[config.mk]
export PLATFORM = sky130hd
export DESIGN_NAME = heading_hold_pid
export DESIGN_NICKNAME = d
export VERILOG_FILES = /design/src/rtl/hhp_pkg.sv /design/src/rtl/heading_hold_pid.sv /design/src/rtl/hhp_seq.sv /design/src/rtl/hhp_dp.sv
export SDC_FILE = /design/constraint.sdc
export NUM_CORES = 2
export LEC_CHECK = 0
export BUFFER_PORTS_ARGS = -buffer_cell sky130_fd_sc_hd__buf_2
export CAP_MARGIN = 10
export CORE_MARGIN = 2
export CORE_UTILIZATION = 39
export CTS_CLUSTER_SIZE = 10
export DETAILED_ROUTE_END_ITERATION = 12
export GPL_TIMING_DRIVEN = 0
export PLACE_DENSITY = 0.64
export SLEW_MARGIN = 15
export SYNTH_ARGS = -nofsm -noshare
export SYNTH_HDL_FRONTEND = slang
export SYNTH_SLANG_ARGS = --single-unit
[constraint.sdc]
create_clock -name i_clk -period 9.25 [get_ports i_clk]
set_clock_uncertainty 0.15 [all_clocks]
set_input_delay 1.3875 -clock i_clk [delete_from_list [all_inputs] [get_ports i_clk]]
set_output_delay 1.3875 -clock i_clk [all_outputs]
set_load 0.005 [all_outputs]
[src/rtl/hhp_pkg.sv]
// ----------------------------------------------------------------------------
// hhp_pkg
// Shared types, constants and the microprogram of the heading-hold PID.
// ----------------------------------------------------------------------------
package hhp_pkg;

    // field widths
    localparam int RATE_W = 28;
    localparam int ANG_W  = 32;
    localparam int SUM_W  = 48;
    localparam int GAIN_W = 32;
    localparam int LIM_W  = 31;
    localparam int TERM_W = 40;
    localparam int STEP_W = 5;

    // register reset values
    localparam logic signed [ANG_W-1:0] SETPOINT_RST  = '0;
    localparam logic [GAIN_W-1:0]       GAIN_P_RST    = 32'd53687091;
    localparam logic [GAIN_W-1:0]       GAIN_I_RST    = 32'd2684;
    localparam logic [GAIN_W-1:0]       GAIN_D_RST    = 32'd563714457;
    localparam logic [GAIN_W-1:0]       TICK_RST      = 32'd4294967;
    localparam logic [LIM_W-1:0]        DEADBAND_RST  = 31'd6554;
    localparam logic [LIM_W-1:0]        INT_LIM_RST   = 31'd19661;
    localparam logic [LIM_W-1:0]        OUT_LIM_RST   = 31'd327680;

    // saturation bounds
    localparam logic signed [ANG_W-1:0] S32_MAX = 32'sh7FFF_FFFF;
    localparam logic signed [ANG_W-1:0] S32_MIN = 32'sh8000_0000;
    localparam logic signed [SUM_W-1:0] S48_MAX = 48'sh7FFF_FFFF_FFFF;
    localparam logic signed [SUM_W-1:0] S48_MIN = 48'sh8000_0000_0000;

    // register indexes
    typedef enum logic [2:0] {
        REG_SETPOINT,
        REG_GAIN_P,
        REG_GAIN_I,
        REG_GAIN_D,
        REG_TICK,
        REG_DEADBAND,
        REG_INT_LIM,
        REG_OUT_LIM
    } t_reg;

    typedef struct packed {
        logic signed [ANG_W-1:0] setpoint;
        logic [GAIN_W-1:0]       gain_p;
        logic [GAIN_W-1:0]       gain_i;
        logic [GAIN_W-1:0]       gain_d;
        logic [GAIN_W-1:0]       tick;
        logic [LIM_W-1:0]        deadband;
        logic [LIM_W-1:0]        int_lim;
        logic [LIM_W-1:0]        out_lim;
    } t_cfg;

    // datapath operations
    typedef enum logic [3:0] {
        OP_NOP,
        OP_LOAD,
        OP_SRC,
        OP_MLO,
        OP_MHI,
        OP_MACC,
        OP_HEAD,
        OP_ERR,
        OP_TERM_P,
        OP_SUM,
        OP_TERM_I,
        OP_TERM_D,
        OP_OUT
    } t_op;

    // multiplier operand source
    typedef enum logic [1:0] {
        SRC_RATE,
        SRC_ERR,
        SRC_SUM,
        SRC_DIFF
    } t_src;

    // multiplier gain source
    typedef enum logic [1:0] {
        G_TICK,
        G_P,
        G_I,
        G_D
    } t_gsel;

    // step hold conditions
    typedef enum logic [1:0] {
        C_NONE,
        C_IN,
        C_OUT
    } t_cond;

    typedef struct packed {
        t_op               op;
        t_src              src;
        t_gsel             gsel;
        logic              sh32;
        t_cond             cond;
        logic              jmp;
        logic [STEP_W-1:0] target;
    } t_uword;

    // control handed to the datapath for the current step
    typedef struct packed {
        t_op   op;
        t_src  src;
        t_gsel gsel;
        logic  sh32;
        logic  fire;
    } t_ctrl;

    localparam logic [STEP_W-1:0] STEP_IDLE = '0;

    // microprogram rom
    function automatic t_uword urom(input logic [STEP_W-1:0] addr);
        t_uword w;
        w = '{op: OP_NOP, src: SRC_RATE, gsel: G_TICK, sh32: 1'b0,
              cond: C_NONE, jmp: 1'b0, target: STEP_IDLE};
        case (addr)
            5'd0: begin
                w.op   = OP_LOAD;
                w.cond = C_IN;
            end
            5'd1: begin
                w.op   = OP_SRC;
                w.src  = SRC_RATE;
                w.gsel = G_TICK;
                w.sh32 = 1'b1;
            end
            5'd2:  w.op = OP_MLO;
            5'd3:  w.op = OP_MHI;
            5'd4:  w.op = OP_MACC;
            5'd5:  w.op = OP_HEAD;
            5'd6:  w.op = OP_ERR;
            5'd7: begin
                w.op   = OP_SRC;
                w.src  = SRC_ERR;
                w.gsel = G_P;
            end
            5'd8:  w.op = OP_MLO;
            5'd9:  w.op = OP_MHI;
            5'd10: w.op = OP_MACC;
            5'd11: w.op = OP_TERM_P;
            5'd12: w.op = OP_SUM;
            5'd13: begin
                w.op   = OP_SRC;
                w.src  = SRC_SUM;
                w.gsel = G_I;
            end
            5'd14: w.op = OP_MLO;
            5'd15: w.op = OP_MHI;
            5'd16: w.op = OP_MACC;
            5'd17: w.op = OP_TERM_I;
            5'd18: begin
                w.op   = OP_SRC;
                w.src  = SRC_DIFF;
                w.gsel = G_D;
            end
            5'd19: w.op = OP_MLO;
            5'd20: w.op = OP_MHI;
            5'd21: w.op = OP_MACC;
            5'd22: w.op = OP_TERM_D;
            5'd23: begin
                w.op   = OP_OUT;
                w.cond = C_OUT;
                w.jmp  = 1'b1;
            end
            default: begin
                w.jmp = 1'b1;
            end
        endcase
        return w;
    endfunction

endpackage

[src/rtl/heading_hold_pid.sv]
// ----------------------------------------------------------------------------
// heading_hold_pid
// Heading integrator followed by a positional PID, run by a microprogram.
// Items are handled one at a time by the 24-step microprogram, which runs
// four rounded products through the single 32x24 multiplier; a new item is
// taken only after the last one has been written to the output register.
// A new item is taken while the previous result waits in the output register.
// Reset (synchronous, active low) clears heading, error sum, last error and
// the output valid, and loads the register defaults.
// ----------------------------------------------------------------------------
module heading_hold_pid
    import hhp_pkg::*;
(
    input  logic        i_clk,
    input  logic        i_rst_n,
    // input stream
    input  logic        s_axis_tvalid,
    output logic        s_axis_tready,
    input  logic [31:0] s_axis_tdata,   // [27:0] yaw_rate, [31:28] zero
    // output stream
    output logic        m_axis_tvalid,
    input  logic        m_axis_tready,
    output logic [63:0] m_axis_tdata,   // [31:0] correction, [63:32] heading
    // configuration writes
    input  logic        i_cfg_we,
    input  logic [2:0]  i_cfg_addr,
    input  logic [31:0] i_cfg_wdata
);

    t_cfg  r_cfg;
    t_ctrl w_ctrl;
    logic  w_out_free;
    logic  w_out_valid;
    logic signed [ANG_W-1:0] w_corr;
    logic signed [ANG_W-1:0] w_head;

    // configuration register file
    always_ff @(posedge i_clk) begin
        if (!i_rst_n) begin
            r_cfg.setpoint <= SETPOINT_RST;
            r_cfg.gain_p   <= GAIN_P_RST;
            r_cfg.gain_i   <= GAIN_I_RST;
            r_cfg.gain_d   <= GAIN_D_RST;
            r_cfg.tick     <= TICK_RST;
            r_cfg.deadband <= DEADBAND_RST;
            r_cfg.int_lim  <= INT_LIM_RST;
            r_cfg.out_lim  <= OUT_LIM_RST;
        end else if (i_cfg_we) begin
            case (t_reg'(i_cfg_addr))
                REG_SETPOINT: r_cfg.setpoint <= i_cfg_wdata;
                REG_GAIN_P:   r_cfg.gain_p   <= i_cfg_wdata;
                REG_GAIN_I:   r_cfg.gain_i   <= i_cfg_wdata;
                REG_GAIN_D:   r_cfg.gain_d   <= i_cfg_wdata;
                REG_TICK:     r_cfg.tick     <= i_cfg_wdata;
                REG_DEADBAND: r_cfg.deadband <= i_cfg_wdata[LIM_W-1:0];
                REG_INT_LIM:  r_cfg.int_lim  <= i_cfg_wdata[LIM_W-1:0];
                REG_OUT_LIM:  r_cfg.out_lim  <= i_cfg_wdata[LIM_W-1:0];
                default:      ;
            endcase
        end
    end

    // sequencer
    hhp_seq u_seq (
        .i_clk      (i_clk),
        .i_rst_n    (i_rst_n),
        .i_in_valid (s_axis_tvalid),
        .i_out_free (w_out_free),
        .o_in_ready (s_axis_tready),
        .o_ctrl     (w_ctrl)
    );

    // datapath
    hhp_dp u_dp (
        .i_clk        (i_clk),
        .i_rst_n      (i_rst_n),
        .i_ctrl       (w_ctrl),
        .i_cfg        (r_cfg),
        .i_rate       (s_axis_tdata[RATE_W-1:0]),
        .i_out_ready  (m_axis_tready),
        .o_out_free   (w_out_free),
        .o_out_valid  (w_out_valid),
        .o_correction (w_corr),
        .o_heading    (w_head)
    );

    assign m_axis_tvalid = w_out_valid;
    assign m_axis_tdata  = {w_head, w_corr};

endmodule

[src/rtl/hhp_seq.sv]
// ----------------------------------------------------------------------------
// hhp_seq
// Step counter and microprogram fetch; holds a step until its condition is met.
// ----------------------------------------------------------------------------
module hhp_seq
    import hhp_pkg::*;
(
    input  logic  i_clk,
    input  logic  i_rst_n,
    input  logic  i_in_valid,
    input  logic  i_out_free,
    output logic  o_in_ready,
    output t_ctrl o_ctrl
);

    logic [STEP_W-1:0] r_step;
    logic [STEP_W-1:0] n_step;
    t_uword            w_word;
    logic              w_go;

    // fetch and condition check
    always_comb begin
        w_word = urom(r_step);
        case (w_word.cond)
            C_NONE:  w_go = 1'b1;
            C_IN:    w_go = i_in_valid;
            C_OUT:   w_go = i_out_free;
            default: w_go = 1'b0;
        endcase
    end

    // next step: hold, advance or jump
    always_comb begin
        if (!w_go) begin
            n_step = r_step;
        end else if (w_word.jmp) begin
            n_step = w_word.target;
        end else begin
            n_step = r_step + 5'd1;
        end
    end

    always_ff @(posedge i_clk) begin
        if (!i_rst_n) begin
            r_step <= STEP_IDLE;
        end else begin
            r_step <= n_step;
        end
    end

    // control to the datapath
    assign o_in_ready   = (w_word.cond == C_IN);
    assign o_ctrl.op    = w_word.op;
    assign o_ctrl.src   = w_word.src;
    assign o_ctrl.gsel  = w_word.gsel;
    assign o_ctrl.sh32  = w_word.sh32;
    assign o_ctrl.fire  = w_go;

endmodule

[src/rtl/hhp_dp.sv]
// ----------------------------------------------------------------------------
// hhp_dp
// Datapath: shared 32x24 multiplier with rounding accumulator, controller
// state, term registers and the output register.
// ----------------------------------------------------------------------------
module hhp_dp
    import hhp_pkg::*;
(
    input  logic                     i_clk,
    input  logic                     i_rst_n,
    input  t_ctrl                    i_ctrl,
    input  t_cfg                     i_cfg,
    input  logic signed [RATE_W-1:0] i_rate,
    input  logic                     i_out_ready,
    output logic                     o_out_free,
    output logic                     o_out_valid,
    output logic signed [ANG_W-1:0]  o_correction,
    output logic signed [ANG_W-1:0]  o_heading
);

    // controller state
    logic signed [ANG_W-1:0]  r_heading;
    logic signed [SUM_W-1:0]  r_sum;
    logic signed [ANG_W-1:0]  r_last;
    logic signed [ANG_W-1:0]  r_err;
    logic signed [RATE_W-1:0] r_rate;

    // multiplier working registers
    logic [GAIN_W-1:0] r_gain;
    logic [47:0]       r_mag;
    logic              r_neg;
    logic              r_sh32;
    logic [55:0]       r_prod;
    logic [80:0]       r_acc;

    // terms
    logic signed [TERM_W-1:0] r_p;
    logic signed [TERM_W-1:0] r_d;
    logic signed [ANG_W-1:0]  r_i;

    // output register
    logic                    r_out_valid;
    logic signed [ANG_W-1:0] r_out_corr;
    logic signed [ANG_W-1:0] r_out_head;

    logic signed [48:0] w_opnd;
    logic signed [48:0] w_opnd_abs;
    logic [GAIN_W-1:0]  w_gain;
    logic [23:0]        w_mul_in;
    logic [55:0]        w_mlt;
    logic [80:0]        w_half;
    logic [52:0]        w_res_mag;
    logic signed [53:0] w_res;
    logic signed [54:0] w_hd;
    logic signed [ANG_W-1:0] n_heading;
    logic signed [32:0] w_e33;
    logic [32:0]        w_emag;
    logic signed [ANG_W-1:0] n_err;
    logic signed [48:0] w_s49;
    logic signed [SUM_W-1:0] n_sum;
    logic signed [53:0] w_ilim;
    logic signed [ANG_W-1:0] n_i;
    logic signed [41:0] w_tot;
    logic signed [41:0] w_olim;
    logic signed [ANG_W-1:0] n_corr;

    // multiplier operand and its magnitude
    always_comb begin
        case (i_ctrl.src)
            SRC_RATE: w_opnd = 49'(r_rate);
            SRC_ERR:  w_opnd = 49'(r_err);
            SRC_SUM:  w_opnd = 49'(r_sum);
            SRC_DIFF: w_opnd = 49'(r_err) - 49'(r_last);
            default:  w_opnd = '0;
        endcase
        w_opnd_abs = w_opnd[48] ? -w_opnd : w_opnd;
    end

    // gain select
    always_comb begin
        case (i_ctrl.gsel)
            G_TICK:  w_gain = i_cfg.tick;
            G_P:     w_gain = i_cfg.gain_p;
            G_I:     w_gain = i_cfg.gain_i;
            G_D:     w_gain = i_cfg.gain_d;
            default: w_gain = '0;
        endcase
    end

    // shared multiplier, low digit then high digit
    assign w_mul_in = (i_ctrl.op == OP_MHI) ? r_mag[47:24] : r_mag[23:0];
    assign w_mlt    = r_gain * w_mul_in;
    assign w_half   = r_sh32 ? (81'd1 << 31) : (81'd1 << 27);

    // rounded signed product
    always_comb begin
        w_res_mag = r_sh32 ? 53'(r_acc[80:32]) : r_acc[80:28];
        w_res     = r_neg ? -$signed({1'b0, w_res_mag}) : $signed({1'b0, w_res_mag});
    end

    // heading update with saturation
    always_comb begin
        w_hd = 55'(r_heading) - 55'(w_res);
        if (w_hd > 55'(S32_MAX)) begin
            n_heading = S32_MAX;
        end else if (w_hd < 55'(S32_MIN)) begin
            n_heading = S32_MIN;
        end else begin
            n_heading = w_hd[31:0];
        end
    end

    // error with deadband on the exact difference, then saturation
    always_comb begin
        w_e33  = 33'(i_cfg.setpoint) - 33'(r_heading);
        w_emag = w_e33[32] ? 33'(-w_e33) : 33'(w_e33);
        if (w_emag < {2'b00, i_cfg.deadband}) begin
            n_err = '0;
        end else if (w_e33 > 33'(S32_MAX)) begin
            n_err = S32_MAX;
        end else if (w_e33 < 33'(S32_MIN)) begin
            n_err = S32_MIN;
        end else begin
            n_err = w_e33[31:0];
        end
    end

    // error sum with 48-bit saturation
    always_comb begin
        w_s49 = 49'(r_sum) + 49'(r_err);
        if (w_s49 > 49'(S48_MAX)) begin
            n_sum = S48_MAX;
        end else if (w_s49 < 49'(S48_MIN)) begin
            n_sum = S48_MIN;
        end else begin
            n_sum = w_s49[47:0];
        end
    end

    // integral term clamp
    always_comb begin
        w_ilim = $signed({23'd0, i_cfg.int_lim});
        if (w_res > w_ilim) begin
            n_i = w_ilim[31:0];
        end else if (w_res < -w_ilim) begin
            n_i = 32'(-w_ilim);
        end else begin
            n_i = w_res[31:0];
        end
    end

    // output sum and clamp
    always_comb begin
        w_tot  = 42'(r_p) + 42'(r_i) + 42'(r_d);
        w_olim = $signed({11'd0, i_cfg.out_lim});
        if (w_tot > w_olim) begin
            n_corr = w_olim[31:0];
        end else if (w_tot < -w_olim) begin
            n_corr = 32'(-w_olim);
        end else begin
            n_corr = w_tot[31:0];
        end
    end

    assign o_out_free = !r_out_valid || i_out_ready;

    // state registers
    always_ff @(posedge i_clk) begin
        if (!i_rst_n) begin
            r_heading <= '0;
            r_sum     <= '0;
            r_last    <= '0;
        end else if (i_ctrl.fire) begin
            case (i_ctrl.op)
                OP_HEAD:   r_heading <= n_heading;
                OP_SUM:    r_sum     <= n_sum;
                OP_TERM_D: r_last    <= r_err;
                default:   ;
            endcase
        end
    end

    // working registers and terms
    always_ff @(posedge i_clk) begin
        if (i_ctrl.fire) begin
            case (i_ctrl.op)
                OP_LOAD:   r_rate <= i_rate;
                OP_SRC: begin
                    r_mag  <= w_opnd_abs[47:0];
                    r_neg  <= w_opnd[48];
                    r_gain <= w_gain;
                    r_sh32 <= i_ctrl.sh32;
                end
                OP_MLO:    r_prod <= w_mlt;
                OP_MHI: begin
                    r_acc  <= {25'd0, r_prod} + w_half;
                    r_prod <= w_mlt;
                end
                OP_MACC:   r_acc <= r_acc + {1'b0, r_prod, 24'd0};
                OP_ERR:    r_err <= n_err;
                OP_TERM_P: r_p   <= w_res[TERM_W-1:0];
                OP_TERM_I: r_i   <= n_i;
                OP_TERM_D: r_d   <= w_res[TERM_W-1:0];
                default:   ;
            endcase
        end
    end

    // output register
    always_ff @(posedge i_clk) begin
        if (!i_rst_n) begin
            r_out_valid <= 1'b0;
        end else if (i_ctrl.fire && i_ctrl.op == OP_OUT) begin
            r_out_valid <= 1'b1;
        end else if (i_out_ready) begin
            r_out_valid <= 1'b0;
        end
    end

    always_ff @(posedge i_clk) begin
        if (i_ctrl.fire && i_ctrl.op == OP_OUT) begin
            r_out_corr <= n_corr;
            r_out_head <= r_heading;
        end
    end

    assign o_out_valid  = r_out_valid;
    assign o_correction = r_out_corr;
    assign o_heading    = r_out_head;

endmodule
==> metrics.log <==
[metrics] HP Class: reg2reg
[metrics] layout cell share with drive strength beyond 1: 8.92%
[metrics] max-cap violations: 0
[metrics] clock latency on the worst-skew pair: 790 ps
[metrics] layout net count: 11,300
[metrics] Crit Reg-Reg Endpoint: u_dp.r_prod[52]$_DFFE_PP_
[metrics] count of clock tree sinks: 802
[metrics] vias in the first global route: 72,100
[metrics] cell seen most often among critical-path stages: fa_1
[metrics] Max clock buf depth: 3
[metrics] Die ar.: 216,000 sq um
[metrics] clock root cell: clkbuf_16
[metrics] total cell area at the placement stage: 87,600 sq um
[metrics] Total GRT Usage: 27.9%
[metrics] Row Count: 169
[metrics] total of endpoints with negative setup slack in the final report: 20
[metrics] Most used DFF post-synth: edfxtp_1
[metrics] Die Wd: 465 microns
[metrics] slowest cell on the critical path: fa_1
[metrics] half-perimeter wire length after detailed placement: 249 mm
[metrics] area growth from synthesis to layout: 12.5%
[metrics] post-synthesis cell count: 9,562
[metrics] setup repair after global routing missed its margin: yes
[metrics] r2r setup slk: -630 ps
[metrics] total CTS buffers: 98
[metrics] post-route core utilization: 44.1%
[metrics] maximum operating frequency: 101 MHz
[metrics] Starting DRT DRC Count: 6,446
[metrics] count of flip-flops with a built-in enable after synthesis: 431
[metrics] CTS tree: done
[metrics] peak fanout along the critical path: 7
[metrics] path depth of the worst reg2reg path: 42
[metrics] failing checks: setup timing
[metrics] synthesized area: 83,000 sq um
[metrics] Critical Path Start Type: flip-flop
[metrics] register bit count reported by yosys: 802
[metrics] number of library cell types mapped by synthesis: 120
[metrics] hold depth: 2
[metrics] R2R Path Start: u_seq.r_step[0]$_SDFFE_PN0P_
[metrics] Initial Utilization: 39.2%
[metrics] Final Cell Area: 93,400 sq um
[metrics] largest net degree at the start of global routing: 57
[metrics] Worst-path clk slew: 70 ps
[metrics] first-pass GRT wire length: 457 mm
[metrics] Worst setup startpoint: u_seq.r_step[0]$_SDFFE_PN0P_
[metrics] crit path setup slack, layout: -626 ps
[metrics] final hold violation count: 0
[metrics] mean instance size in the synthesized netlist: 8.68 sq um
[metrics] total via count in the routed design: 72,900
[metrics] via density per instance: 5.70
[metrics] fraction of the cycle the final worst path needs: 107%
[metrics] GP Congestion: 1.04
[metrics] number of placed I/O pins: 138
[metrics] post-detailed-route DRC marker count: 0
[metrics] WL final: 310 mm
[metrics] actual slew at the worst max-slew pin: 1250 ps
[metrics] warning count from the yosys run: 0
[metrics] arrival time worst endpoint: 10,290 ps
[metrics] sequential cell area fraction in the yosys report: 24.5%
[metrics] Data required, critical path: 9660 ps
[metrics] Slew Viols, Final: 0
[metrics] count of port buffers added during placement: 100
[metrics] CTS HTree Levels: 3
[metrics] Setup Crit Path Kind: reg2reg
[metrics] vertical die dimension: 465 microns
[metrics] antenna-violating nets left: 0
[metrics] number of optimization iterations in the first detailed-route pass: 8
[metrics] initial antenna violation count: 15
[metrics] post-detailed-route wirelength per cell: 24.2 microns
[metrics] run status: finished with violations
[metrics] slew margin rel.: 16.7%
[metrics] Congestion Overflow GR: 0
[metrics] Slowest Stage Delay on Critical Path: 580 ps
[metrics] Worst Setup EP: u_dp.r_prod[52]$_DFFE_PP_
[metrics] Critical Path Sink Type: flip-flop
[metrics] core outline area: 212,000 sq um
[metrics] crit path time final: 9880 ps
[metrics] total nets after synthesis: 11,000
[metrics] Async S/R FF share, synth: 0%
kinds of logic (layout without fill, tap and decap cells):
kind of cell | Yosys count | in the layout | synth area share [%]
other | 0 | 5 | 0
flip-flops | 802 | 802 | 24.5
AND/OR/NAND/NOR | 3081 | 3081 | 17.7
XOR/XNOR | 436 | 436 | 4.61
AO/OA/AOI/OAI | 2179 | 2179 | 17.3
multiplexers | 137 | 137 | 1.71
adder cells (fa/ha/maj) | 1355 | 1355 | 26.8
buffers and inverters | 1572 | 1979 | 7.39
cell type report:
type,instances,area [sq um]
buffer,502,2590
clock inverter,25,322
fill,20800,119000
tap,2821,3530
sequential,802,20400
timing repair buffer,244,1920
clock buffer,144,2710
inverter,1064,4000
multi-input combinational,7188,57900
antenna,5,12.5
worst max-delay path: cells and delay by family (launching register included):
family,cells,cell delay [ps]
AOI/OAI and AO/OA,10,1620
xor gates and xnor gates,1,290
adders and majority gates,9,4010
buffers and inverters,12,1210
DFF,1,400
muxes,1,340
and+or+nand+nor,9,1590
metrics by stage:
step                instances  setup WS, ps  hold slack, ps  TNS, ps
floorplan                9562         -7.28             285    -7.28
global placement        12500         -2970             297  -207220
detailed placement      12500         -2990             302  -142450
CTS                     12700         -1070             315   -15450
global route            12800          -830             334   -12690
finish                  12800          -626             313    -7130
synthesized netlist by cell type, drive strengths merged, types with 40 or more instances:
| cell type | instances | area share [%] |
|---|---|---|
| xnor2 | 313 | 3.3 |
| nand4 | 109 | 0.82 |
| o21bai | 71 | 0.64 |
| mux2i | 98 | 1.2 |
| o31ai | 43 | 0.42 |
| xor2 | 123 | 1.3 |
| nor4 | 42 | 0.35 |
| nand2b | 58 | 0.44 |
| a22oi | 40 | 0.36 |
| buf | 129 | 0.84 |
| nand3 | 173 | 1.0 |
| o21ai | 469 | 2.8 |
| dfxtp | 371 | 8.9 |
| fa | 704 | 17 |
| and3 | 59 | 0.44 |
| clkbuf | 379 | 1.7 |
| a31oi | 72 | 0.54 |
| a21boi | 269 | 2.4 |
| nor2 | 454 | 2.1 |
| or3 | 46 | 0.36 |
| nor3 | 186 | 1.2 |
| a21oi | 538 | 3.3 |
| edfxtp | 431 | 16 |
| ha | 644 | 9.7 |
| inv | 1061 | 4.8 |
| nand2 | 1349 | 6.1 |
| o211ai | 62 | 0.57 |
| o21a | 75 | 0.69 |
| and2 | 330 | 2.5 |
| a21o | 196 | 1.8 |
| a211oi | 55 | 0.51 |
| nor2b | 148 | 1.1 |
layer usage:
metal / track usage [%] / up-vias / share of wire [%]
met4: 14.5 / 14 / 6.1
met3: 5.41 / 792 / 7.7
met2: 44.3 / 2994 / 45
li1: - / 33200 / -
met1: 35.9 / 35900 / 41
met5: 0 / - / 0.028
worst min-delay path by stage:
stage,startpoint,endpoint,slack [ps]
after floorplan,r_cfg[159]$_SDFFE_PN1P_,r_cfg[159]$_SDFFE_PN1P_,290
after global placement,r_cfg[161]$_SDFFE_PN1P_,r_cfg[161]$_SDFFE_PN1P_,300
after detailed placement,r_cfg[160]$_SDFFE_PN1P_,r_cfg[160]$_SDFFE_PN1P_,300
after CTS,r_cfg[179]$_SDFFE_PN0P_,r_cfg[179]$_SDFFE_PN0P_,320
after global routing,r_cfg[216]$_SDFFE_PN0P_,r_cfg[216]$_SDFFE_PN0P_,330
final,r_cfg[179]$_SDFFE_PN0P_,r_cfg[179]$_SDFFE_PN0P_,310
placed cells by master, fill, tap and decap left out, types with 169 or more instances in the layout:
cell type  count
a21boi_0     238
edfxtp_1     431
xnor2_1      303
nor2_1       439
a21o_1       195
nand2_1     1345
nand3_1      171
fa_1         677
o21ai_0      435
clkbuf_1     362
and2_1       317
nor3_1       169
dfxtp_1      367
a21oi_1      509
inv_1       1045
ha_1         621
flip-flops by register name, indices dropped and copies added, names as in the netlist:
| name | cells |
|---|---|
| u_dp.r_gain | 32 |
| u_dp.r_last | 32 |
| u_dp.o_correction | 32 |
| u_dp.r_err | 32 |
| u_dp.r_sh32 | 1 |
| u_dp.r_d | 40 |
| u_dp.r_acc | 57 |
| u_dp.r_mag | 48 |
| u_dp.r_i | 32 |
| u_dp.r_rate | 28 |
| u_dp.r_prod | 56 |
| r_cfg | 253 |
| u_dp.r_neg | 1 |
| u_dp.o_out_valid | 1 |
| u_dp.r_p | 40 |
| u_dp.r_heading | 32 |
| u_seq.r_step | 5 |
| u_dp.o_heading | 32 |
| u_dp.r_sum | 48 |
repair_timing:
item,in CTS,in global routing
endpoints found under the setup margin,109,98
setup buffers,39,77
pin swaps,41,145
cloned,0,6
endpoints found under the hold margin,0,0
gates resized for setup,184,295
hold buffers,0,0
Power is left out: the tool's default activity adds up to more than one toggle a clock period on the data nets, which glitch-free logic cannot reach.
